File: src/bb3_pkg.sv
// types and constants shared by the 3x3 box blur block
`default_nettype none

package bb3_pkg;

  // one packed rgb888 pixel, red in the top byte
  typedef logic [23:0] pix_t;

  // line memory word: {row two above, row one above}
  localparam int unsigned LINE_W = 2 * $bits(pix_t);

  // input item
  typedef struct packed {
    logic       cmd;
    logic [7:0] red_in;
    logic [7:0] green_in;
    logic [7:0] blue_in;
  } in_item_t;

  // result item
  typedef struct packed {
    logic [7:0] red_out;
    logic [7:0] green_out;
    logic [7:0] blue_out;
    logic       frame_end;
  } out_item_t;

  // per-item control handed from the position logic to the window
  typedef struct packed {
    logic has_res;
    logic frame_end;
    logic row0_ok;
    logic row2_ok;
    logic col0_ok;
    logic col2_ok;
  } tap_ctrl_t;

  // output queue geometry
  localparam int unsigned FIFO_DEPTH = 4;
  localparam int unsigned FIFO_AW    = $clog2(FIFO_DEPTH);
  localparam int unsigned FIFO_CW    = $clog2(FIFO_DEPTH + 1);

  // register port
  localparam int unsigned CFG_AW           = 3;
  localparam logic        REG_IMAGE_WIDTH  = 1'b0;
  localparam logic        REG_IMAGE_HEIGHT = 1'b1;
  localparam logic [10:0] WIDTH_RESET      = 11'd640;
  localparam logic [15:0] HEIGHT_RESET     = 16'd480;

  // row counter ceiling
  localparam logic [15:0] ROW_MAX = 16'hFFFF;

endpackage

`default_nettype wire

File: src/bb3_out_fifo.sv
// small result queue that separates the pipeline from the output stall
`default_nettype none

module bb3_out_fifo import bb3_pkg::*; (
  input  logic               clk_i,
  input  logic               rst_ni,
  input  logic               push_i,
  input  out_item_t          push_data_i,
  output logic               out_valid_o,
  input  logic               out_stall_i,
  output out_item_t          out_data_o,
  output logic [FIFO_CW-1:0] count_o
);

  out_item_t          slot_q [FIFO_DEPTH];
  logic [FIFO_AW-1:0] wr_q;
  logic [FIFO_AW-1:0] rd_q;
  logic [FIFO_CW-1:0] cnt_q;
  logic               pop;

  assign pop = (cnt_q != '0) && !out_stall_i;

  // pointers and fill count
  always_ff @(posedge clk_i or negedge rst_ni) begin
    if (!rst_ni) begin
      wr_q  <= '0;
      rd_q  <= '0;
      cnt_q <= '0;
    end else begin
      if (push_i) begin
        wr_q <= wr_q + FIFO_AW'(1);
      end
      if (pop) begin
        rd_q <= rd_q + FIFO_AW'(1);
      end
      case ({push_i, pop})
        2'b10:   cnt_q <= cnt_q + FIFO_CW'(1);
        2'b01:   cnt_q <= cnt_q - FIFO_CW'(1);
        default: cnt_q <= cnt_q;
      endcase
    end
  end

  // storage
  always_ff @(posedge clk_i) begin
    if (push_i) begin
      slot_q[wr_q] <= push_data_i;
    end
  end

  assign out_valid_o = cnt_q != '0;
  assign out_data_o  = slot_q[rd_q];
  assign count_o     = cnt_q;

endmodule

`default_nettype wire

File: config.mk
export PLATFORM = sky130hd
export DESIGN_NAME = bb3_out_fifo
export DESIGN_NICKNAME = d
export VERILOG_FILES = /design/src/bb3_pkg.sv /design/src/bb3_out_fifo.sv
export SDC_FILE = /design/constraint.sdc
export NUM_CORES = 1
export LEC_CHECK = 0
export ABC_CLOCK_PERIOD_IN_PS = 1700
export CAP_MARGIN = 15
export CELL_PAD_IN_SITES_DETAIL_PLACEMENT = 1
export CELL_PAD_IN_SITES_GLOBAL_PLACEMENT = 1
export CORE_ASPECT_RATIO = 1.75
export CORE_MARGIN = 10
export CORE_UTILIZATION = 25
export DETAILED_ROUTE_END_ITERATION = 8
export DONT_BUFFER_PORTS = 1
export PLACE_DENSITY = 0.44
export SLEW_MARGIN = 20
export SYNTH_ARGS = -nofsm -noshare
export SYNTH_HDL_FRONTEND = slang
export SYNTH_SLANG_ARGS = --single-unit
File: constraint.sdc
create_clock -name clk_i -period 1.7 [get_ports clk_i]
set_clock_uncertainty 0.15 [all_clocks]
set_input_delay 0.34 -clock clk_i [delete_from_list [all_inputs] [get_ports clk_i]]
set_output_delay 0.34 -clock clk_i [all_outputs]
set_load 0.1 [all_outputs]
==> run summary, run 1 <==
Die W - 116 microns
DRT antenna net count - 0
Reg-to-Reg End - count_o[1]
Worst-path clk slew - 0.07 ns
synthesized flop and latch total - 107
Clock Tree Buf Depth - 2
crit start category - register
Num CTS Buffers - 9
Reg-to-Reg Start - count_o[1]
syn avg cell area - 24.2 sq um
Tmin final - 2.18 ns
final RePlAce weighted congestion - 0.649
Cells after Synth - 168
Slew headroom - 76.4%
Hold Crit Start - out_stall_i
Die Height - 189 microns
CTS Sinks - 107
largest net degree at the start of global routing - 17
Crit. End Element - primary output
CTS tree - done
CP arrival - 1.69 ns
Vias/cell - 4.19
Total Neg Setup Slack - -12.04 ns
CP bufs+invs - 2
fill cell count - 1519
final net count - 287
vias in the first global route - 2247
GRT Util Overall - 8.34%
RSZ-0062 raised after global routing - true
Slew Viols, Final - 0
Final Hold Violating Endpoints - 0
initial antenna violation count - 1
Hold Crit Class - input port to register
violated checks - negative setup slack
Initial Util - 25.4%
Skew-Pair Late Insertion Delay - 0.33 ns
total grt overflow - 0
critical-path cell list - buf_12 -> mux4_2 -> buf_12
fmax - 458 MHz
Netlist cell types - 19
post-synthesis cell area - 4060 sq um
status - finished with violations
total die area - 21900 sq um
Worst EP required - 1.21 ns
part of the cycle the worst path needs - 129%
Worst-Margin Slew - 0.353 ns
Row Count - 61
via count - 1875
Remaining DRCs - 0
most frequent cell on the critical path - buf_12
slowest CP cell - mux4_2
setup ws final - -0.485 ns
Worst Reg-to-Reg Cells - 6
share of layout cells above drive strength 1 - 40.1%
Crit path largest cell delay - 0.57 ns
kind of critical path - register to primary output
post-synthesis sequential area ratio - 78.3%
number of H-tree levels - 3
critical path's top delay family - multiplexers
# setup viols final - 28
WL/cell - 19.2 microns
first-pass GRT wire length - 13.5 mm
Yosys warning count - 0
1st-iter DRT viols - 84
DPL Wire Length - 6.09 mm
clk root buf - clkbuf_16
Crit Path Max Fanout - 14
routed wire length - 8.57 mm
Post-Syn Nets - 203
I/O pin total - 58
PortBufs - 0
WHS Path Cells - 2
Layout area overhead - 39.7%
drt pass-1 iters - 4
Worst Hold Path EP - rd_q[1]
CORE AREA - 16000 sq um
max-cap viol count - 0
reg2reg setup slack - -0.21 ns
## kinds of logic after synthesis
logic type      after synthesis  share of synthesized area (%)
flops                       107                           78.3
mux                          26                           14.8
buf+inv                      13                           2.28
simple gates                  9                           1.20
xor+xnor                      6                           1.29
fa+ha+maj                     6                           2.03
compound gates                1                          0.123
## metal layers
metal / track usage [%] / routed length [microns] / up-vias
met2: 14.6 / 4820 / 37
met5: 0 / 0 / -
met3: 2.67 / 414 / 9
li1: - / - / 849
met4: 3.68 / 172 / 0
met1: 8.78 / 3170 / 980
## area by class of cell
cell class | instances | area [sq um] | area share [%]
sequential | 107 | 3190 | 56.3
timing repair buffer | 79 | 1140 | 20.1
multi-input combinational | 48 | 786 | 13.9
clock buffer | 12 | 236 | 4.17
tap | 189 | 236 | 4.17
clock inverter | 4 | 50.0 | 0.883
inverter | 7 | 28.8 | 0.508
antenna | 1 | 2.50 | 0.0441
## stage by stage
| stage | utilization (%) | std cells | setup WS (ns) | hold WS [ns] | area (sq um) |
|---|---|---|---|---|---|
| 2_1_floorplan | - | 168 | -0.328 | -0.106 | 4070 |
| 3_3_place_gp | 31.5 | 395 | -0.134 | -0.105 | 5030 |
| 3_5_place_dp | 31.5 | 395 | -0.183 | -0.105 | 5030 |
| 4_1_cts | 35.3 | 443 | -0.516 | 0.0601 | 5630 |
| 5_1_grt | 35.5 | 447 | -0.555 | 0.0530 | 5670 |
| 6_report | 35.5 | 447 | -0.485 | 0.0663 | 5670 |
## how the worst max path moves through the flow
stage                     startpoint  slack [ns]        endpoint  depth (start not counted)
final                        rd_q[0]       -0.48  out_data_o[21]                          3
after global routing         rd_q[0]       -0.56  out_data_o[21]                          3
after CTS                    rd_q[0]       -0.52  out_data_o[21]                          3
after detailed placement  count_o[1]       -0.18      count_o[2]                          8
after global placement       rd_q[0]       -0.13  out_data_o[21]                          3
after floorplan           count_o[1]       -0.33      count_o[2]                          8
## flip-flops by register name (all words and copies together) (netlist names)
name,flops
rd_q,2
wr_q,2
count_o,3
slot_q,100
## layout by cell type (no fill, tap or decap)
cell type	instances
inv_6	1
nor3_4	1
and2_2	4
mux4_2	25
diode_2	1
nand2_1	1
ha_2	1
edfxtp_1	100
fa_2	1
nor2_1	1
buf_6	4
clkinv_1	1
inv_1	5
dfrtp_1	3
inv_4	1
nor2_2	1
dfrtp_2	1
xor2_1	5
dfrtp_4	3
xnor2_1	1
buf_4	11
clkinvlp_4	1
nor3b_1	1
buf_12	37
o21ai_0	1
mux2i_1	1
ha_1	4
bufinv_16	1
inv_2	1
dlygate4sd3_1	27
clkbuf_1	3
clkbuf_16	9
## cells in the mapped netlist (all sizes together)
cell / instances / share of area [%]
edfxtp: 100 / 74
mux4: 25 / 15
dfrtp: 7 / 4.3
inv: 7 / 0.65
buf: 6 / 1.6
ha: 5 / 1.5
xor2: 5 / 1.1
and2: 4 / 0.62
nor2: 2 / 0.19
fa: 1 / 0.49
mux2i: 1 / 0.25
nand2: 1 / 0.092
nor3: 1 / 0.12
nor3b: 1 / 0.19
o21ai: 1 / 0.12
xnor2: 1 / 0.22
## repair_timing
action	CTS	global route
pin swaps	5	1
hold buffers	27	0
setup buffers	5	3
gates resized for setup	2	4
endpoints found under the setup margin	29	30
hold endpoints to repair	109	0
Power of run 1 is not shown: default switching activity piles up to over one toggle a cycle in this logic, so the estimate is an artifact.
==> inputs of run 2 (changes only) <==
--- a/config.mk
+++ b/config.mk
@@ -5,7 +5,7 @@
 export SDC_FILE = /design/constraint.sdc
 export NUM_CORES = 1
 export LEC_CHECK = 0
-export ABC_CLOCK_PERIOD_IN_PS = 1700
+export ABC_CLOCK_PERIOD_IN_PS = 1870
 export CAP_MARGIN = 15
 export CELL_PAD_IN_SITES_DETAIL_PLACEMENT = 1
 export CELL_PAD_IN_SITES_GLOBAL_PLACEMENT = 1
==> constraint.sdc (replaced) <==
create_clock -name clk_i -period 1.87 [get_ports clk_i]
set_clock_uncertainty 0.15 [all_clocks]
set_input_delay 0.374 -clock clk_i [delete_from_list [all_inputs] [get_ports clk_i]]
set_output_delay 0.374 -clock clk_i [all_outputs]
set_load 0.1 [all_outputs]
==> run 2 against run 1 <==
Net effect: the run still ends with negative setup slack left; worst hold slack gained 0.038 ns; first-iteration DRC count is 30% lower; largest cell class unchanged; cell area fell by 1.6%; critical path depth unchanged; via count up 1.3%; sequential share of layout area up 0.92 points; flip-flop and latch count is the same; core utilization shrank 0.57 points; non-clock buffer count shrank 1; register-to-register slack gained 0.20 ns.
==> run summary, run 2 (synthesis gave the netlist of run 1 again) <==
Num CTS Buffers - 9 (unchanged)
Layout area overhead - 37.4% (was 39.7%)
Slew headroom - 75.9% (was 76.4%)
vias in the first global route - 2292 (was 2247)
via count - 1900 (was 1875)
setup ws final - -0.359 ns (was -0.485 ns)
final std cells w/o fill - 445 (was 447)
placed cell count - 396 (was 395)
Remaining DRCs - 0 (unchanged)
number of H-tree levels - 3 (unchanged)
most common cell after layout, fill and taps aside - edfxtp_1 (unchanged)
first-pass GRT wire length - 13.7 mm (was 13.5 mm)
max reg flops - 100 (unchanged)
Die W - 116 microns (unchanged)
fmax - 449 MHz
Worst EP required - 1.35 ns (was 1.21 ns)
CORE AREA - 16000 sq um (unchanged)
CTS Sinks - 107 (unchanged)
Biggest register - slot_q (unchanged)
CP bufs+invs - 2 (unchanged)
total grt overflow - 0 (unchanged)
final net count - 286 (was 287)
I/O pin total - 58 (unchanged)
most frequent cell on the critical path - buf_12 (unchanged)
initial antenna violation count - 0 (was 1)
# setup viols final - 28 (unchanged)
WL/cell - 19.8 microns (was 19.2 microns)
clk root buf - clkbuf_16 (unchanged)
violated checks - negative setup slack (unchanged)
CTS tree - done (unchanged)
Final Hold Violating Endpoints - 0 (unchanged)
crit start category - register (unchanged)
slowest CP cell - mux4_2 (unchanged)
Crit path largest cell delay - 0.57 ns (about the same)
Die Height - 189 microns (unchanged)
Vias/cell - 4.27 (was 4.19)
PortBufs - 0 (unchanged)
Row Count - 61 (unchanged)
Skew-Pair Late Insertion Delay - 0.34 ns (was 0.33 ns)
post-route design area - 5580 sq um (was 5670 sq um)
multi-input logic area - 782 sq um (was 786 sq um)
Hold Crit Class - input port to register (unchanged)
DPL Wire Length - 6.18 mm (was 6.09 mm)
Crit Path Max Fanout - 15 (was 14)
max-cap viol count - 0 (unchanged)
Slew Viols, Final - 0 (unchanged)
pre-CTS setup slack - -0.0262 ns (was -0.183 ns)
Worst-path clk slew - 0.07 ns (about the same)
GRT Util Overall - 8.62% (was 8.34%)
Core Util, Final - 35.0% (was 35.5%)
ANT cells - 0 (was 1)
total die area - 21900 sq um (unchanged)
share of layout cells above drive strength 1 - 40.2% (was 40.1%)
Crit. End Element - primary output (unchanged)
DRT antenna net count - 0 (unchanged)
drt pass-1 iters - 4 (unchanged)
critical path's top delay family - multiplexers (unchanged)
Clock Tree Buf Depth - 2 (unchanged)
largest net degree at the start of global routing - 21 (was 17)
status - finished with violations (unchanged)
Initial Util - 25.4% (unchanged)
Placement Cell Area - 4960 sq um (was 5030 sq um)
CP arrival - 1.70 ns (was 1.69 ns)
Tmin final - 2.23 ns
1st-iter DRT viols - 59 (was 84)
fill cell count - 1549 (was 1519)
final RePlAce weighted congestion - 0.599 (was 0.649)
part of the cycle the worst path needs - 119%
routed wire length - 8.83 mm (was 8.57 mm)
critical-path cell list - buf_12 -> mux4_2 -> buf_12 (unchanged)
RSZ-0062 raised after global routing - true (unchanged)
most frequent cells in the layout - 100 x edfxtp_1, 31 x buf_12, 27 x dlygate4sd3_1, 25 x mux4_2, 18 x buf_4 (was 100 x edfxtp_1, 37 x buf_12, 27 x dlygate4sd3_1, 25 x mux4_2, 11 x buf_4)
Worst-Margin Slew - 0.361 ns (was 0.353 ns)
kind of critical path - register to primary output (unchanged)
FF/Latch Area - 3190 sq um (unchanged)
-- run 2: cell count changes in the layout (fill, tap and decap cells not counted), sizes merged --
cell | before | now
diode | 1 | 0
clkbuf | 12 | 9
clkinv | 1 | 2
buf | 52 | 51
inv | 8 | 11
bufinv | 1 | 0
-- run 2: area by class of cell --
class                      instances  share of cell area, %
inverter                           7                  0.516
multi-input combinational         48                   14.0
clock inverter                     7                   1.19
timing repair buffer              78                   18.8
tap                              189                   4.24
clock buffer                       9                   4.04
sequential                       107                   57.2
-- run 2: worst reg2reg max path, stage by stage (launching register included) --
cell and delay [ns]:
dfrtp_4 0.49, nor3_4 0.25, nor2_2 0.06, ha_2 0.20, inv_2 0.06, fa_2 0.19
xor2_1 0.15, nor2_1 0.07, xor2_1 0.14
-- run 2: final timing paths --
kind / slack (ns) / depth (start not counted) / endpoint / start
setup / recovery: -0.36 / 3 / out_data_o[2] / rd_q[0]
min in group asynchronous: 0.23 / 1 / count_o[2] / rst_ni
hold / removal: 0.10 / 2 / rd_q[1] / out_stall_i
setup reg to reg: -0.01 / 8 / count_o[2] / count_o[1]
max in group asynchronous: 1.05 / 1 / count_o[0] / rst_ni
hold reg to reg: 0.40 / 1 / wr_q[0] / wr_q[0]
-- run 2: per-layer routing --
| layer | up-vias | GRT usage (%) | share of wire [%] |
|---|---|---|---|
| li1 | 847 | - | - |
| met1 | 1002 | 8.16 | 34 |
| met2 | 41 | 16.0 | 59 |
| met3 | 10 | 2.67 | 5.3 |
| met4 | 0 | 4.06 | 2.0 |
| met5 | - | 0 | 0 |
-- run 2: through the flow --
step	setup TNS [ns]	hold slack (ns)
floorplan	-1.32	-0.0716
global placement	0	-0.0712
detailed placement	-0.0600	-0.0712
CTS	-9.54	0.0823
global route	-10.39	0.0861
finish	-8.46	0.104
-- run 2: repair_timing --
item | 4_1_cts | 5_1_grt
pin swaps | 3 | 4
hold endpoints to repair | 109 | 0
hold buffers | 27 | 0
endpoints found under the setup margin | 28 | 28
setup buffers | 3 | 3
resized for setup | 2 | 2
Power of run 2 is left out for the same reason.
==> inputs of run 3 (changes only) <==
--- a/config.mk
+++ b/config.mk
@@ -11,10 +11,10 @@
 export CELL_PAD_IN_SITES_GLOBAL_PLACEMENT = 1
 export CORE_ASPECT_RATIO = 1.75
 export CORE_MARGIN = 10
-export CORE_UTILIZATION = 25
+export CORE_UTILIZATION = 27
 export DETAILED_ROUTE_END_ITERATION = 8
 export DONT_BUFFER_PORTS = 1
-export PLACE_DENSITY = 0.44
+export PLACE_DENSITY = 0.47
 export SLEW_MARGIN = 20
 export SYNTH_ARGS = -nofsm -noshare
 export SYNTH_HDL_FRONTEND = slang
==> run 3 against run 2 <==
Net effect: the run still ends with negative setup slack left; critical path depth did not move; worst hold slack lost 0.079 ns; non-clock buffer count shrank 3; fmax barely moved; first-iteration DRC count up 73%; wire length decreased by 5.1%; global-route usage down 0.14 points; clock-buffer cell count stayed put; via count fell by 0.89%.
==> run summary, run 3 (synthesis gave the netlist of run 1 again) <==
DPL Wire Length - 5.85 mm (was 6.18 mm)
Tmin final - 2.23 ns (about the same)
1st-iter DRT viols - 102 (was 59)
max reg flops - 100 (unchanged)
Clock Tree Buf Depth - 2 (unchanged)
Core Util, Final - 37.7% (was 35.0%)
Crit. End Element - primary output (unchanged)
CP arrival - 1.70 ns (about the same)
final RePlAce weighted congestion - 0.636 (was 0.599)
Worst EP required - 1.35 ns (about the same)
Remaining DRCs - 0 (unchanged)
Row Count - 59 (was 61)
crit start category - register (unchanged)
total grt overflow - 0 (unchanged)
total die area - 20500 sq um (was 21900 sq um)
fmax - 449 MHz (about the same)
fill cell count - 1402 (was 1549)
Skew-Pair Late Insertion Delay - 0.33 ns (was 0.34 ns)
CTS Sinks - 107 (unchanged)
# setup viols final - 28 (unchanged)
Hold Crit Start - push_i (was out_stall_i)
most common cell after layout, fill and taps aside - edfxtp_1 (unchanged)
Die W - 113 microns (was 116 microns)
status - finished with violations (unchanged)
WL/cell - 19.3 microns (was 19.8 microns)
CORE AREA - 14800 sq um (was 16000 sq um)
kind of critical path - register to primary output (unchanged)
Final Hold Violating Endpoints - 0 (unchanged)
Vias/cell - 4.34 (was 4.27)
part of the cycle the worst path needs - 119% (about the same)
Slew Viols, Final - 0 (unchanged)
most frequent cells in the layout - 100 x edfxtp_1, 33 x buf_12, 27 x dlygate4sd3_1, 25 x mux4_2, 14 x buf_4 (was 100 x edfxtp_1, 31 x buf_12, 27 x dlygate4sd3_1, 25 x mux4_2, 18 x buf_4)
Die Height - 182 microns (was 189 microns)
clk root buf - clkbuf_16 (unchanged)
Hold Crit Class - input port to register (unchanged)
DRT antenna net count - 0 (unchanged)
I/O pin total - 58 (unchanged)
Worst-Margin Slew - 0.356 ns (was 0.361 ns)
number of H-tree levels - 3 (unchanged)
Num CTS Buffers - 9 (unchanged)
vias in the first global route - 2304 (was 2292)
via count - 1883 (was 1900)
setup ws final - -0.358 ns (was -0.359 ns)
Crit Path Max Fanout - 15 (unchanged)
routed wire length - 8.38 mm (was 8.83 mm)
violated checks - negative setup slack (unchanged)
RSZ-0062 raised after global routing - true (unchanged)
Slew headroom - 76.2% (was 75.9%)
drt pass-1 iters - 4 (unchanged)
first-pass GRT wire length - 13.3 mm (was 13.7 mm)
PortBufs - 0 (unchanged)
ANT cells - 0 (unchanged)
GRT Util Overall - 8.49% (was 8.62%)
share of layout cells above drive strength 1 - 39.8% (was 40.2%)
largest net degree at the start of global routing - 17 (was 21)
Biggest register - slot_q (unchanged)
worst hold margin - 0.0246 ns (was 0.104 ns)
CTS tree - done (unchanged)
initial antenna violation count - 0 (unchanged)
Worst-path clk slew - 0.07 ns (about the same)
Worst Setup SP - rd_q[0] (unchanged)
max-cap viol count - 0 (unchanged)
Initial Util - 27.4% (was 25.4%)
Reg-to-Reg Start - count_o[1] (unchanged)
final net count - 283 (was 286)
Layout area overhead - 37.6% (was 37.4%)
run 3: critical path, cell delays in order (launching register included):
cell and delay [ns]:
dfrtp_2 0.41, buf_12 0.19, mux4_2 0.57, buf_12 0.20
run 3: layout make-up:
class / count / area, sq um / share of cell area, %
clock inverters: 5 / 80.1 / 1.43
flip-flops and latches: 107 / 3190 / 57.1
well taps: 183 / 229 / 4.10
repair buffers: 75 / 1050 / 18.7
inverters: 7 / 28.8 / 0.515
multi-input cells: 48 / 786 / 14.1
clock buffers: 9 / 225 / 4.03
run 3: repair_timing:
item,4_1_cts,5_1_grt
setup endpoints to repair,28,28
hold endpoints to repair,109,0
buffers inserted,2,2
hold buffers,27,0
pin swaps,4,1
gates resized for setup,1,2
run 3: final timing paths:
kind                                       end  slack, ns  cells after the start
worst max-delay path            out_data_o[10]      -0.36                      3
worst min-delay path                   wr_q[1]       0.02                      2
worst max register to register      count_o[2]      -0.02                      8
worst min register to register         wr_q[0]       0.40                      1
max in group asynchronous           count_o[1]       1.05                      1
min in group asynchronous           count_o[2]       0.23                      1
run 3: stage by stage:
| step | TNS [ns] | cell area, sq um | setup slack [ns] | instances |
|---|---|---|---|---|
| 5_1_grt | -10.21 | 5590 | -0.429 | 434 |
| 2_1_floorplan | -1.32 | 4060 | -0.158 | 168 |
| 3_5_place_dp | -0.132 | 4970 | -0.0525 | 389 |
| 4_1_cts | -9.19 | 5570 | -0.396 | 432 |
| 6_report | -8.24 | 5590 | -0.358 | 434 |
| 3_3_place_gp | 0 | 4970 | 0.00517 | 389 |
run 3: layer usage:
layer | global-route usage (%) | vias to the layer above | routed length (microns) | share of wire, %
li1 | - | 843 | - | -
met2 | 15.8 | 45 | 4830 | 58
met5 | 0 | - | 0 | 0
met4 | 3.52 | 0 | 132 | 1.6
met1 | 8.19 | 985 | 2930 | 35
met3 | 2.92 | 10 | 486 | 5.8
Power of run 3 is left out for the same reason.
