--- config.mk ---
export PLATFORM = sky130hd
export DESIGN_NAME = bb3_window
export DESIGN_NICKNAME = d
export VERILOG_FILES = /design/src/bb3_pkg.sv /design/src/bb3_window.sv
export SDC_FILE = /design/constraint.sdc
export NUM_CORES = 1
export LEC_CHECK = 0
export BUFFER_PORTS_ARGS = -buffer_cell sky130_fd_sc_hd__buf_4
export CAP_MARGIN = 20
export CORE_MARGIN = 2
export CORE_UTILIZATION = 53
export CTS_CLUSTER_DIAMETER = 40
export CTS_CLUSTER_SIZE = 40
export DETAILED_ROUTE_END_ITERATION = 6
export PLACE_DENSITY = 0.79
export SLEW_MARGIN = 20
export SYNTH_ARGS = -nofsm -noshare
export SYNTH_HDL_FRONTEND = slang
export SYNTH_SLANG_ARGS = --single-unit
--- constraint.sdc ---
create_clock -name clk_i -period 19.3 [get_ports clk_i]
set_input_delay 5.79 -clock clk_i [delete_from_list [all_inputs] [get_ports clk_i]]
set_output_delay 5.79 -clock clk_i [all_outputs]
set_load 0.01 [all_outputs]
--- src/bb3_pkg.sv ---
// types and constants shared by the 3x3 box blur block
`default_nettype none

package bb3_pkg;

  // one packed rgb888 pixel, red in the top byte
  typedef logic [23:0] pix_t;

  // line memory word: {row two above, row one above}
  localparam int unsigned LINE_W = 2 * $bits(pix_t);

  // input item
  typedef struct packed {
    logic       cmd;
    logic [7:0] red_in;
    logic [7:0] green_in;
    logic [7:0] blue_in;
  } in_item_t;

  // result item
  typedef struct packed {
    logic [7:0] red_out;
    logic [7:0] green_out;
    logic [7:0] blue_out;
    logic       frame_end;
  } out_item_t;

  // per-item control handed from the position logic to the window
  typedef struct packed {
    logic has_res;
    logic frame_end;
    logic row0_ok;
    logic row2_ok;
    logic col0_ok;
    logic col2_ok;
  } tap_ctrl_t;

  // output queue geometry
  localparam int unsigned FIFO_DEPTH = 4;
  localparam int unsigned FIFO_AW    = $clog2(FIFO_DEPTH);
  localparam int unsigned FIFO_CW    = $clog2(FIFO_DEPTH + 1);

  // register port
  localparam int unsigned CFG_AW           = 3;
  localparam logic        REG_IMAGE_WIDTH  = 1'b0;
  localparam logic        REG_IMAGE_HEIGHT = 1'b1;
  localparam logic [10:0] WIDTH_RESET      = 11'd640;
  localparam logic [15:0] HEIGHT_RESET     = 16'd480;

  // row counter ceiling
  localparam logic [15:0] ROW_MAX = 16'hFFFF;

endpackage

`default_nettype wire

--- src/bb3_window.sv ---
// 3x3 window shift register, edge tap replacement and per-channel sum
`default_nettype none

module bb3_window import bb3_pkg::*; (
  input  logic      clk_i,
  input  logic      rst_ni,
  input  logic      shift_i,
  input  tap_ctrl_t ctrl_i,
  input  pix_t      above2_i,
  input  pix_t      above1_i,
  input  pix_t      pix_i,
  output logic      res_valid_o,
  output out_item_t res_o
);

  pix_t      win_q [9];
  pix_t      win_d [9];
  logic      s2_v_q;
  tap_ctrl_t s2_ctrl_q;
  logic [8:0] sum_r;
  logic [8:0] sum_g;
  logic [8:0] sum_b;

  // shift one column left, new column enters on the right
  always_comb begin
    win_d = win_q;
    if (shift_i) begin
      win_d[0] = win_q[1];
      win_d[1] = win_q[2];
      win_d[2] = above2_i;
      win_d[3] = win_q[4];
      win_d[4] = win_q[5];
      win_d[5] = above1_i;
      win_d[6] = win_q[7];
      win_d[7] = win_q[8];
      win_d[8] = pix_i;
    end
  end

  // window and result stage
  always_ff @(posedge clk_i or negedge rst_ni) begin
    if (!rst_ni) begin
      for (int i = 0; i < 9; i++) begin
        win_q[i] <= '0;
      end
      s2_v_q <= 1'b0;
    end else begin
      win_q  <= win_d;
      s2_v_q <= shift_i && ctrl_i.has_res;
    end
  end

  always_ff @(posedge clk_i) begin
    if (shift_i) begin
      s2_ctrl_q <= ctrl_i;
    end
  end

  // taps outside the image fall back to the centre, each tap weighs 1/8
  always_comb begin
    logic ok;
    pix_t tap;
    sum_r = '0;
    sum_g = '0;
    sum_b = '0;
    for (int r = 0; r < 3; r++) begin
      for (int c = 0; c < 3; c++) begin
        ok = (r != 0 || s2_ctrl_q.row0_ok) && (r != 2 || s2_ctrl_q.row2_ok) &&
             (c != 0 || s2_ctrl_q.col0_ok) && (c != 2 || s2_ctrl_q.col2_ok);
        tap = ok ? win_q[r * 3 + c] : win_q[4];
        sum_r = sum_r + 9'(tap[23:19]);
        sum_g = sum_g + 9'(tap[15:11]);
        sum_b = sum_b + 9'(tap[7:3]);
      end
    end
  end

  // saturate at full scale
  always_comb begin
    res_o.red_out   = sum_r[8] ? 8'hFF : sum_r[7:0];
    res_o.green_out = sum_g[8] ? 8'hFF : sum_g[7:0];
    res_o.blue_out  = sum_b[8] ? 8'hFF : sum_b[7:0];
    res_o.frame_end = s2_ctrl_q.frame_end;
  end

  assign res_valid_o = s2_v_q;

endmodule

`default_nettype wire

==> impl_metrics.json, run 1 <==
{
  "dpl.hpwl_um": 12700,
  "cp-end-kind": "primary output",
  "synth-compound-area-share_pct": 2.25,
  "wire_per_inst_um": 17.7,
  "synth_simple_gate_area_share_pct": 2.17,
  "r2r_cells": 1,
  "synth_adder_area_share_pct": 24.2,
  "wl_met2_um": 9340,
  "synthDistinctLibCells": 31,
  "worstPathMaxFanout": 17,
  "root_buffer": "clkbuf_16",
  "maxUsedRoutingLayer": "met4",
  "core_area_um2": 18000,
  "stdcell_area_um2": 11200,
  "rsz0062_at_grt": "no",
  "syn_area_um2": 9740,
  "cts_resized": 0,
  "r2r_start": "win_q[108]$_DFFE_PN0P_",
  "ys_ff_latch": 141,
  "synth_top_family_by_area": "multiplexers",
  "final_common_cell": "mux2_2",
  "synth_area_per_cell_um2": 13.0,
  "cp.arrival_ns": 6.11,
  "grt_start_max_net_pins": 82,
  "worst_hold_path.endpoint": "win_q[214]$_DFFE_PN0P_",
  "worst_pin_slew_ns": 0.957,
  "die_area_um2": 19500,
  "setup_slack_ns": 7.40,
  "cts_sinks": 141,
  "syn_inst": 750,
  "grt_pass1_vias": 6221,
  "start_util_pct": 54.2,
  "cts_tree": "done",
  "diodes": 0,
  "finalSetupViolCount": 0,
  "slew_viol_final": 0,
  "syn2layout_area_growth_pct": 14.5,
  "die_w_um": 140,
  "maxCapViolCount": 0,
  "vias": 5666,
  "wl_met1_um": 8530,
  "cts_post_setup_buffers_inserted": 0,
  "dr_wl_met3_um": 569,
  "syn_nets": 960,
  "fin_skew_ns": 0.00587,
  "fill_cells": 1382,
  "placed_area_um2": 10500,
  "min-delay-start": "win_q[214]$_DFFE_PN0P_",
  "vias_per_cell": 5.37,
  "slew_headroom_pct": 36.0,
  "io_buffers": 79,
  "globalplace.congestion": 0.825,
  "drt_first_pass_iters": 4,
  "synth_top_area_share_pct": 35.0,
  "mostFrequentLayoutCells": "158 x mux2_2, 136 x dfrtp_1, 100 x inv_1, 99 x fa_1, 97 x mux2i_1",
  "postLayoutCoreUtil_pct": 62.1,
  "grt_pass1_wl_um": 31700,
  "fmax_mhz": 84.0,
  "pre_cts_slack_ns": 7.78,
  "cts_htree_levels": 4,
  "synth-xor-area-share_pct": 0.630,
  "synthMuxAreaShare_pct": 28.2,
  "antenna_found_initial": 0,
  "hold_path.class": "reg2reg",
  "cts_hold_buffers": 0,
  "ys_warn_count": 0,
  "r2r_end": "win_q[132]$_DFFE_PN0P_",
  "yosysTopAreaCell": "dfrtp_1",
  "synth.area.top_cells": "dfrtp_1 35%, fa_1 20%, mux2_2 18%, mux2i_1 10%, ha_1 3.9%",
  "hold_viol": 0,
  "drt-initial-drc-count": 201,
  "whs_path_depth": 1,
  "remaining_drc_errors": 0,
  "synth_seq_area_share_pct": 36.5,
  "cts_max_path_buffers": 2,
  "ios": 107,
  "cts_buffers": 17,
  "drive_above_1_share_pct": 33.5,
  "clock_latency_ns": 0.42,
  "fin_crit_sh_pct": 61.7,
  "grt_usage_pct": 20.7,
  "crit_type": "reg2out",
  "outcome": "complete, no violations",
  "ant_nets": 0,
  "rows": 49,
  "num-nets-final": 1023,
  "routed_wl_um": 18700,
  "setup-tns-final_ns": 0,
  "fp.dieH_um": 140,
  "start_kind": "register",
  "worstPathRequired_ns": 13.51,
  "fin_crit_ns": 11.90,
  "grt.overflow.total": 0,
  "clk_pin_slew_ns": 0.06,
  "rrSetupSlack_ns": 18.36
}
==> worst max path at each step <==
stage | from | slack [ns] | endpoint
after floorplan | s2_ctrl_q[0]$_DFFE_PP_ | 8.68 | res_o[16]
after global placement | s2_ctrl_q[2]$_DFFE_PP_ | 7.84 | res_o[24]
after detailed placement | s2_ctrl_q[2]$_DFFE_PP_ | 7.78 | res_o[24]
after CTS | s2_ctrl_q[2]$_DFFE_PP_ | 7.29 | res_o[24]
after global routing | s2_ctrl_q[3]$_DFFE_PP_ | 7.14 | res_o[5]
final | s2_ctrl_q[3]$_DFFE_PP_ | 7.40 | res_o[5]
==> layout make-up <==
| class | count | area (um^2) | area share [%] |
|---|---|---|---|
| Clock inverter | 10 | 209 | 1.87 |
| Timing Repair Buffer | 87 | 661 | 5.92 |
| Sequential cell | 141 | 3550 | 31.9 |
| Multi-Input combinational cell | 466 | 5600 | 50.2 |
| Clock buffer | 22 | 464 | 4.16 |
| Tap cell | 229 | 287 | 2.57 |
| Inverter | 100 | 375 | 3.37 |
==> state kept, by name (all words and copies together), names as in the netlist <==
| name | cells |
|---|---|
| win_q | 135 |
| res_valid_o | 1 |
| s2_ctrl_q | 4 |
| res_o | 1 |
==> logic make-up after synthesis <==
group,after synthesis
mux,255
buf+inv,143
flops,141
fa+ha+maj,129
simple gates,42
compound gates,33
xor+xnor,7
==> per-layer routing <==
layer / global-route usage, % / vias to the layer above
met4: 5.21 / 0
li1: - / 2613
met1: 28.7 / 2942
met2: 33.7 / 91
met3: 4.27 / 20
met5: 0 / -
==> synth_stat cells <==
cell type,count
a2111oi_0,1
a211oi_1,1
a211oi_2,2
a21o_1,5
a21oi_1,9
a2bb2oi_1,2
a41o_1,2
and2_1,2
buf_1,7
buf_2,22
buf_4,5
clkbuf_1,9
dfrtp_1,136
edfxtp_1,5
fa_1,99
ha_1,30
inv_1,100
mux2_2,158
mux2i_1,97
nand2_1,14
nand2b_1,12
nand3_1,4
nand4_1,1
nor2_1,6
nor3_1,1
o21a_1,1
o21ai_0,7
o21ai_1,3
or3b_1,2
xnor2_1,4
xor2_1,3
==> through the flow <==
step,std cells,hold slack [ns]
finish,1055,0.502
global route,1055,0.523
CTS,1055,0.506
detailed placement,1023,0.493
global placement,1023,0.488
floorplan,750,0.467
==> worst max-delay path, cell delays in order, from the launching register on <==
cell and delay (ns):
edfxtp_1 0.32, buf_4 0.35, nand2_1 0.68, mux2_2 0.53, fa_1 0.54, fa_1 0.43, fa_1 0.49, inv_1 0.05
fa_1 0.53, inv_1 0.04, ha_1 0.22, fa_1 0.41, a211oi_1 0.26, nor2_1 0.11, o21ai_1 0.38, o21ai_0 0.17
buf_4 0.17
Power of run 1 is not shown: default switching activity piles up to over one toggle a cycle in this logic, so the estimate is an artifact.
==> inputs of run 2 (changes only) <==
- ABC_AREA: not set -> 1
- clock period: 19.3 -> 12 ns (I/O delays scaled with it)
==> run 2 against run 1 <==
Against the previous run: final cell count is 37% higher; largest cell class unchanged; global-route usage is 2.4 points higher; first-iteration DRC count grew to 2.8 times the previous value; final area is 0.61% lower; utilization is 1.0 points lower; critical path depth is 1 lower.
==> impl_metrics.json, run 2 <==
{
  "r2r_end": "win_q[119]$_DFFE_PN0P_",
  "hold_path.class": "reg2reg",
  "wl_met2_um": 10700,
  "cts_hold_buffers": 0,
  "worst_pin_slew_ns": 1.10,
  "crit_path_start": "s2_ctrl_q[0]$_DFFE_PP_",
  "wl_met1_um": 9110,
  "placed_area_um2": 10500,
  "slew_headroom_pct": 26.2,
  "drive_above_1_share_pct": 11.3,
  "start_util_pct": 54.6,
  "root_buffer": "clkbuf_16",
  "r2r_start": "win_q[119]$_DFFE_PN0P_",
  "synth_simple_gate_area_share_pct": 13.2,
  "remaining_drc_errors": 0,
  "synth_adder_area_share_pct": 23.8,
  "finalSetupViolCount": 0,
  "outcome": "complete, no violations",
  "ant_nets": 0,
  "vias_per_cell": 5.19,
  "clock_latency_ns": 0.42,
  "setup-tns-final_ns": 0,
  "synth_area_per_cell_um2": 8.61,
  "top_register": "win_q",
  "io_buffers": 79,
  "cp-end-kind": "primary output",
  "fin_crit_ns": 9.51,
  "largest_reg_flops": 135,
  "globalplace.congestion": 0.862,
  "dpl.hpwl_um": 14400,
  "synth_common_cells": "285 x nand2_1, 225 x inv_1, 215 x o21ai_0",
  "cp.arrival_ns": 5.91,
  "synth-edff-count": 5,
  "synth_seq_area_share_pct": 35.9,
  "rrSetupSlack_ns": 11.10,
  "grt_start_max_net_pins": 159,
  "start_kind": "register",
  "cts_resized": 0,
  "fin_crit_sh_pct": 79.3,
  "dr_wl_met3_um": 966,
  "grt_pass1_wl_um": 36100,
  "synthMuxAreaShare_pct": 2.73,
  "fmax_mhz": 105,
  "ys_ff_latch": 141,
  "largestRegisters": "win_q x135, s2_ctrl_q x4",
  "rsz0062_at_grt": "no",
  "synthDistinctLibCells": 23,
  "grt_pass1_vias": 7491,
  "clk_pin_slew_ns": 0.06,
  "drt_first_pass_iters": 7,
  "ys_warn_count": 0,
  "syn2layout_area_growth_pct": 11.9,
  "worstPathRequired_ns": 8.40,
  "maxCapViolCount": 0,
  "fin_skew_ns": 0.00971,
  "maxUsedRoutingLayer": "met4",
  "async_reset_ff_share_pct": 96.5,
  "setup_slack_ns": 2.49,
  "die_area_um2": 19800,
  "syn_nets": 1360,
  "num-nets-final": 1413,
  "cts_buffers": 17,
  "ys.flop_type": "dfrtp_1",
  "worstPathMaxFanout": 32,
  "stdcell_area_um2": 11100,
  "crit_end": "res_o[5]",
  "vias": 7494,
  "final_common_cell": "nand2_1",
  "grt.overflow.total": 0,
  "r2r_cells": 2,
  "hold_viol": 0,
  "cts_tree": "done",
  "pre_cts_slack_ns": 2.86,
  "rows": 49,
  "fp.dieH_um": 141,
  "synth.area.top_cells": "dfrtp_1 34%, fa_1 20%, o21ai_0 11%, nand2_1 11%, inv_1 8.5%",
  "routed_wl_um": 21200,
  "synth-xor-area-share_pct": 0.442,
  "antenna_found_initial": 0,
  "cts_sinks": 141,
  "synth_top_family_by_area": "adder cells",
  "cts_htree_levels": 4,
  "ios": 107,
  "die_w_um": 141,
  "yosysTopAreaCell": "dfrtp_1",
  "cts_max_path_buffers": 2,
  "cts_post_setup_buffers_inserted": 0,
  "core_area_um2": 18100,
  "grt_usage_pct": 23.1,
  "yosysMostFrequentCell": "nand2_1",
  "syn_area_um2": 9900,
  "synth-compound-area-share_pct": 12.3,
  "synth_top_area_share_pct": 34.4,
  "slew_viol_final": 0,
  "syn_inst": 1150,
  "crit_type": "reg2out",
  "mostFrequentLayoutCells": "284 x nand2_1, 225 x inv_1, 215 x o21ai_0, 136 x dfrtp_1, 99 x fa_1",
  "drt-initial-drc-count": 563,
  "diodes": 0,
  "wire_per_inst_um": 14.7
}
## run 2: changes by cell type in the layout (fill, tap and decap cells not counted), moves of 4 or more
cell,previous run,this run
bufinv_16,6,1
a21o_1,5,0
nand2_1,13,284
inv_1,100,225
a21oi_1,9,21
o21ai_1,3,7
nand3_1,4,17
nor2_1,6,24
mux2_4,0,18
mux2_2,158,0
nand2b_1,12,0
mux2i_1,97,0
o21ai_0,7,215
## run 2: how the worst min path moves through the flow
stage | from | endpoint | cells past startpoint
2_1_floorplan | win_q[172]$_DFFE_PN0P_ | win_q[196]$_DFFE_PN0P_ | 2
3_3_place_gp | win_q[22]$_DFFE_PN0P_ | win_q[46]$_DFFE_PN0P_ | 2
3_5_place_dp | win_q[87]$_DFFE_PN0P_ | win_q[111]$_DFFE_PN0P_ | 2
4_1_cts | win_q[12]$_DFFE_PN0P_ | win_q[36]$_DFFE_PN0P_ | 2
5_1_grt | win_q[94]$_DFFE_PN0P_ | win_q[118]$_DFFE_PN0P_ | 2
6_report | win_q[189]$_DFFE_PN0P_ | win_q[213]$_DFFE_PN0P_ | 2
## run 2: routing by layer
metal / vias to the layer above / global-route usage, %
met5: - / 0
met4: 0 / 7.95
met3: 40 / 3.50
met2: 204 / 38.7
met1: 3626 / 31.0
li1: 3624 / -
## run 2: cell type report
| class | instances | area, um^2 |
|---|---|---|
| clock buffers | 24 | 472 |
| clock inverters | 7 | 65.1 |
| fillers | 1550 | 7060 |
| inverters | 225 | 845 |
| multi-input cells | 731 | 5200 |
| flip-flops and latches | 141 | 3550 |
| well taps | 229 | 287 |
| repair buffers | 87 | 661 |
## run 2: cell families (layout without fill, tap and decap cells)
group                    count (synthesis)  after routing
XOR/XNOR                                 5              5
flip-flops                             141            141
adder cells (fa/ha/maj)                129            129
AND/OR/NAND/NOR                        336            336
multiplexers                            18             18
AO/OA/AOI/OAI                          243            243
buffers and inverters                  278            343
## run 2: critical path: stages (launching register included)
cell and delay [ns]:
edfxtp_1 0.32, buf_4 0.37, nand2_1 0.76, o21ai_0 0.51, fa_1 0.50, fa_1 0.46
fa_1 0.49, inv_1 0.06, fa_1 0.54, inv_1 0.04, ha_1 0.24, fa_1 0.45
nor3b_1 0.19, nor2_2 0.24, o21ai_0 0.15, buf_4 0.16
## run 2: through the flow
stage	utilization [%]	std cells	hold slack [ns]
4_1_cts	61.1	1444	0.480
3_3_place_gp	58.1	1413	0.453
6_report	61.1	1444	0.478
3_5_place_dp	58.1	1413	0.464
5_1_grt	61.1	1444	0.507
2_1_floorplan	-	1150	0.449
Power of run 2 is left out for the same reason.
==> inputs of run 3 (changes only) <==
- PLACE_DENSITY: 0.79 -> 0.82
- clock period: 12 -> 7.7 ns (I/O delays scaled with it)
==> run 3 against run 2 <==
Against the previous run: die area did not move; worst setup slack worse by 2.3 ns; global-route usage up 0.31 points; routed wire length is 0.64% higher; largest cell class unchanged; worst hold slack worse by 0.0046 ns.
==> impl_metrics.json, run 3 (synthesis gave the netlist of run 2 again) <==
{
  "clk_pin_slew_ns": 0.06,
  "worstPathRequired_ns": 5.39,
  "num-nets-final": 1423,
  "fin_crit_sh_pct": 97.0,
  "hold_viol": 0,
  "grt_start_max_net_pins": 119,
  "io_buffers": 79,
  "ios": 107,
  "r2r_start": "win_q[101]$_DFFE_PN0P_",
  "cpMaxStageDelayCell": "fa_1",
  "diodes": 0,
  "start_util_pct": 54.6,
  "cts_buffers": 17,
  "rows": 49,
  "whs_path_depth": 2,
  "worst_pin_slew_ns": 0.829,
  "r2r_cells": 2,
  "crit_path_start": "s2_ctrl_q[0]$_DFFE_PP_",
  "antenna_found_initial": 0,
  "slew_viol_final": 0,
  "cp-end-kind": "primary output",
  "dpl.hpwl_um": 15100,
  "fmax_mhz": 134,
  "clock_latency_ns": 0.42,
  "vias_per_cell": 5.19,
  "grt_pass1_vias": 7894,
  "worstPathMaxFanout": 31,
  "grt_pass1_wl_um": 37000,
  "final_common_cell": "nand2_1",
  "drive_above_1_share_pct": 12.5,
  "die_w_um": 141,
  "largest_reg_flops": 135,
  "drt_first_pass_iters": 5,
  "hold_path.class": "reg2reg",
  "cts_max_path_buffers": 2,
  "rrSetupSlack_ns": 6.79,
  "maxCapViolCount": 0,
  "path_cells": "buf_6 -> nand2_1 -> buf_4 -> o21ai_0 -> fa_1 -> fa_1 -> fa_1 -> inv_1 -> fa_1 -> inv_1 -> ha_1 -> fa_1 -> nor3b_1 -> nor2_2 -> o21ai_0 -> buf_4",
  "r2r_end": "win_q[101]$_DFFE_PN0P_",
  "drt-initial-drc-count": 499,
  "largestRegisters": "win_q x135, s2_ctrl_q x4",
  "vias": 7548,
  "setup_slack_ns": 0.234,
  "wire_per_inst_um": 14.7,
  "pre_cts_slack_ns": 0.571,
  "grt_usage_pct": 23.4,
  "finalSetupViolCount": 0,
  "crit_type": "reg2out",
  "fp.dieH_um": 141,
  "cts_htree_levels": 4,
  "cts_tree": "done",
  "fin_skew_ns": 0.00591,
  "outcome": "complete, no violations",
  "fill_cells": 1483,
  "crit_top_cell": "fa_1",
  "cts_sinks": 141,
  "top_register": "win_q",
  "syn2layout_area_growth_pct": 13.5,
  "root_buffer": "clkbuf_16",
  "fin_crit_ns": 7.47,
  "routed_wl_um": 21400,
  "cp.arrival_ns": 5.16,
  "die_area_um2": 19800,
  "slew_headroom_pct": 44.7,
  "start_kind": "register",
  "ant_nets": 0,
  "worst_path_largest_cell_delay_ns": 0.54,
  "crit_end": "res_o[5]",
  "grt.overflow.total": 0,
  "remaining_drc_errors": 0,
  "core_area_um2": 18100,
  "mostFrequentLayoutCells": "284 x nand2_1, 225 x inv_1, 214 x o21ai_0, 136 x dfrtp_1, 99 x fa_1",
  "globalplace.congestion": 0.856
}
## run 3: per-stage QoR
| stage | cell area (um^2) | hold WS, ns | util (%) | setup TNS, ns | std cells |
|---|---|---|---|---|---|
| finish | 11200 | 0.473 | 62.0 | 0 | 1455 |
| global route | 11200 | 0.504 | 62.0 | -0.00266 | 1455 |
| CTS | 11200 | 0.480 | 61.8 | 0 | 1455 |
| detailed placement | 10600 | 0.463 | 58.5 | 0 | 1423 |
| global placement | 10600 | 0.454 | 58.5 | 0 | 1423 |
| floorplan | 9900 | 0.449 | - | 0 | 1150 |
## run 3: metal layers
| metal | vias up | routed length (um) | global-route usage (%) |
|---|---|---|---|
| met2 | 219 | 10600 | 39.1 |
| li1 | 3654 | - | - |
| met4 | 0 | 619 | 9.32 |
| met3 | 53 | 1030 | 4.04 |
| met5 | - | 0 | 0 |
| met1 | 3622 | 9110 | 30.6 |
## run 3: how the worst min path moves through the flow
| stage | slack, ns | to | startpoint |
|---|---|---|---|
| finish | 0.47 | win_q[207]$_DFFE_PN0P_ | win_q[183]$_DFFE_PN0P_ |
| global route | 0.50 | win_q[212]$_DFFE_PN0P_ | win_q[188]$_DFFE_PN0P_ |
| CTS | 0.48 | win_q[207]$_DFFE_PN0P_ | win_q[183]$_DFFE_PN0P_ |
| detailed placement | 0.46 | win_q[207]$_DFFE_PN0P_ | win_q[183]$_DFFE_PN0P_ |
| global placement | 0.45 | win_q[101]$_DFFE_PN0P_ | win_q[77]$_DFFE_PN0P_ |
| floorplan | 0.45 | win_q[196]$_DFFE_PN0P_ | win_q[172]$_DFFE_PN0P_ |
## run 3: timing repair
item,4_1_cts,5_1_grt
hold buffers,0,0
hold endpoints to repair,0,0
setup endpoints to repair,0,22
setup buffers,0,0
gates resized for setup,0,8
## run 3: critical path: cells and delay by family (launching register included)
| kind | cells | cell delay (ns) |
|---|---|---|
| adders and majority gates | 6 | 2.62 |
| and+or+nand+nor | 3 | 0.57 |
| AOI/OAI and AO/OA | 2 | 0.36 |
| DFF | 1 | 0.37 |
| buffers and inverters | 5 | 0.78 |
## run 3: layout make-up
| cell class | instances | area [um^2] | share of cell area, % |
|---|---|---|---|
| Inverter | 225 | 845 | 7.51 |
| Clock buffer | 20 | 467 | 4.15 |
| Timing Repair Buffer | 97 | 758 | 6.74 |
| Clock inverter | 12 | 133 | 1.18 |
| Tap cell | 229 | 287 | 2.55 |
| Sequential cell | 141 | 3550 | 31.6 |
| Multi-Input combinational cell | 731 | 5200 | 46.3 |
Power of run 3 is left out for the same reason.
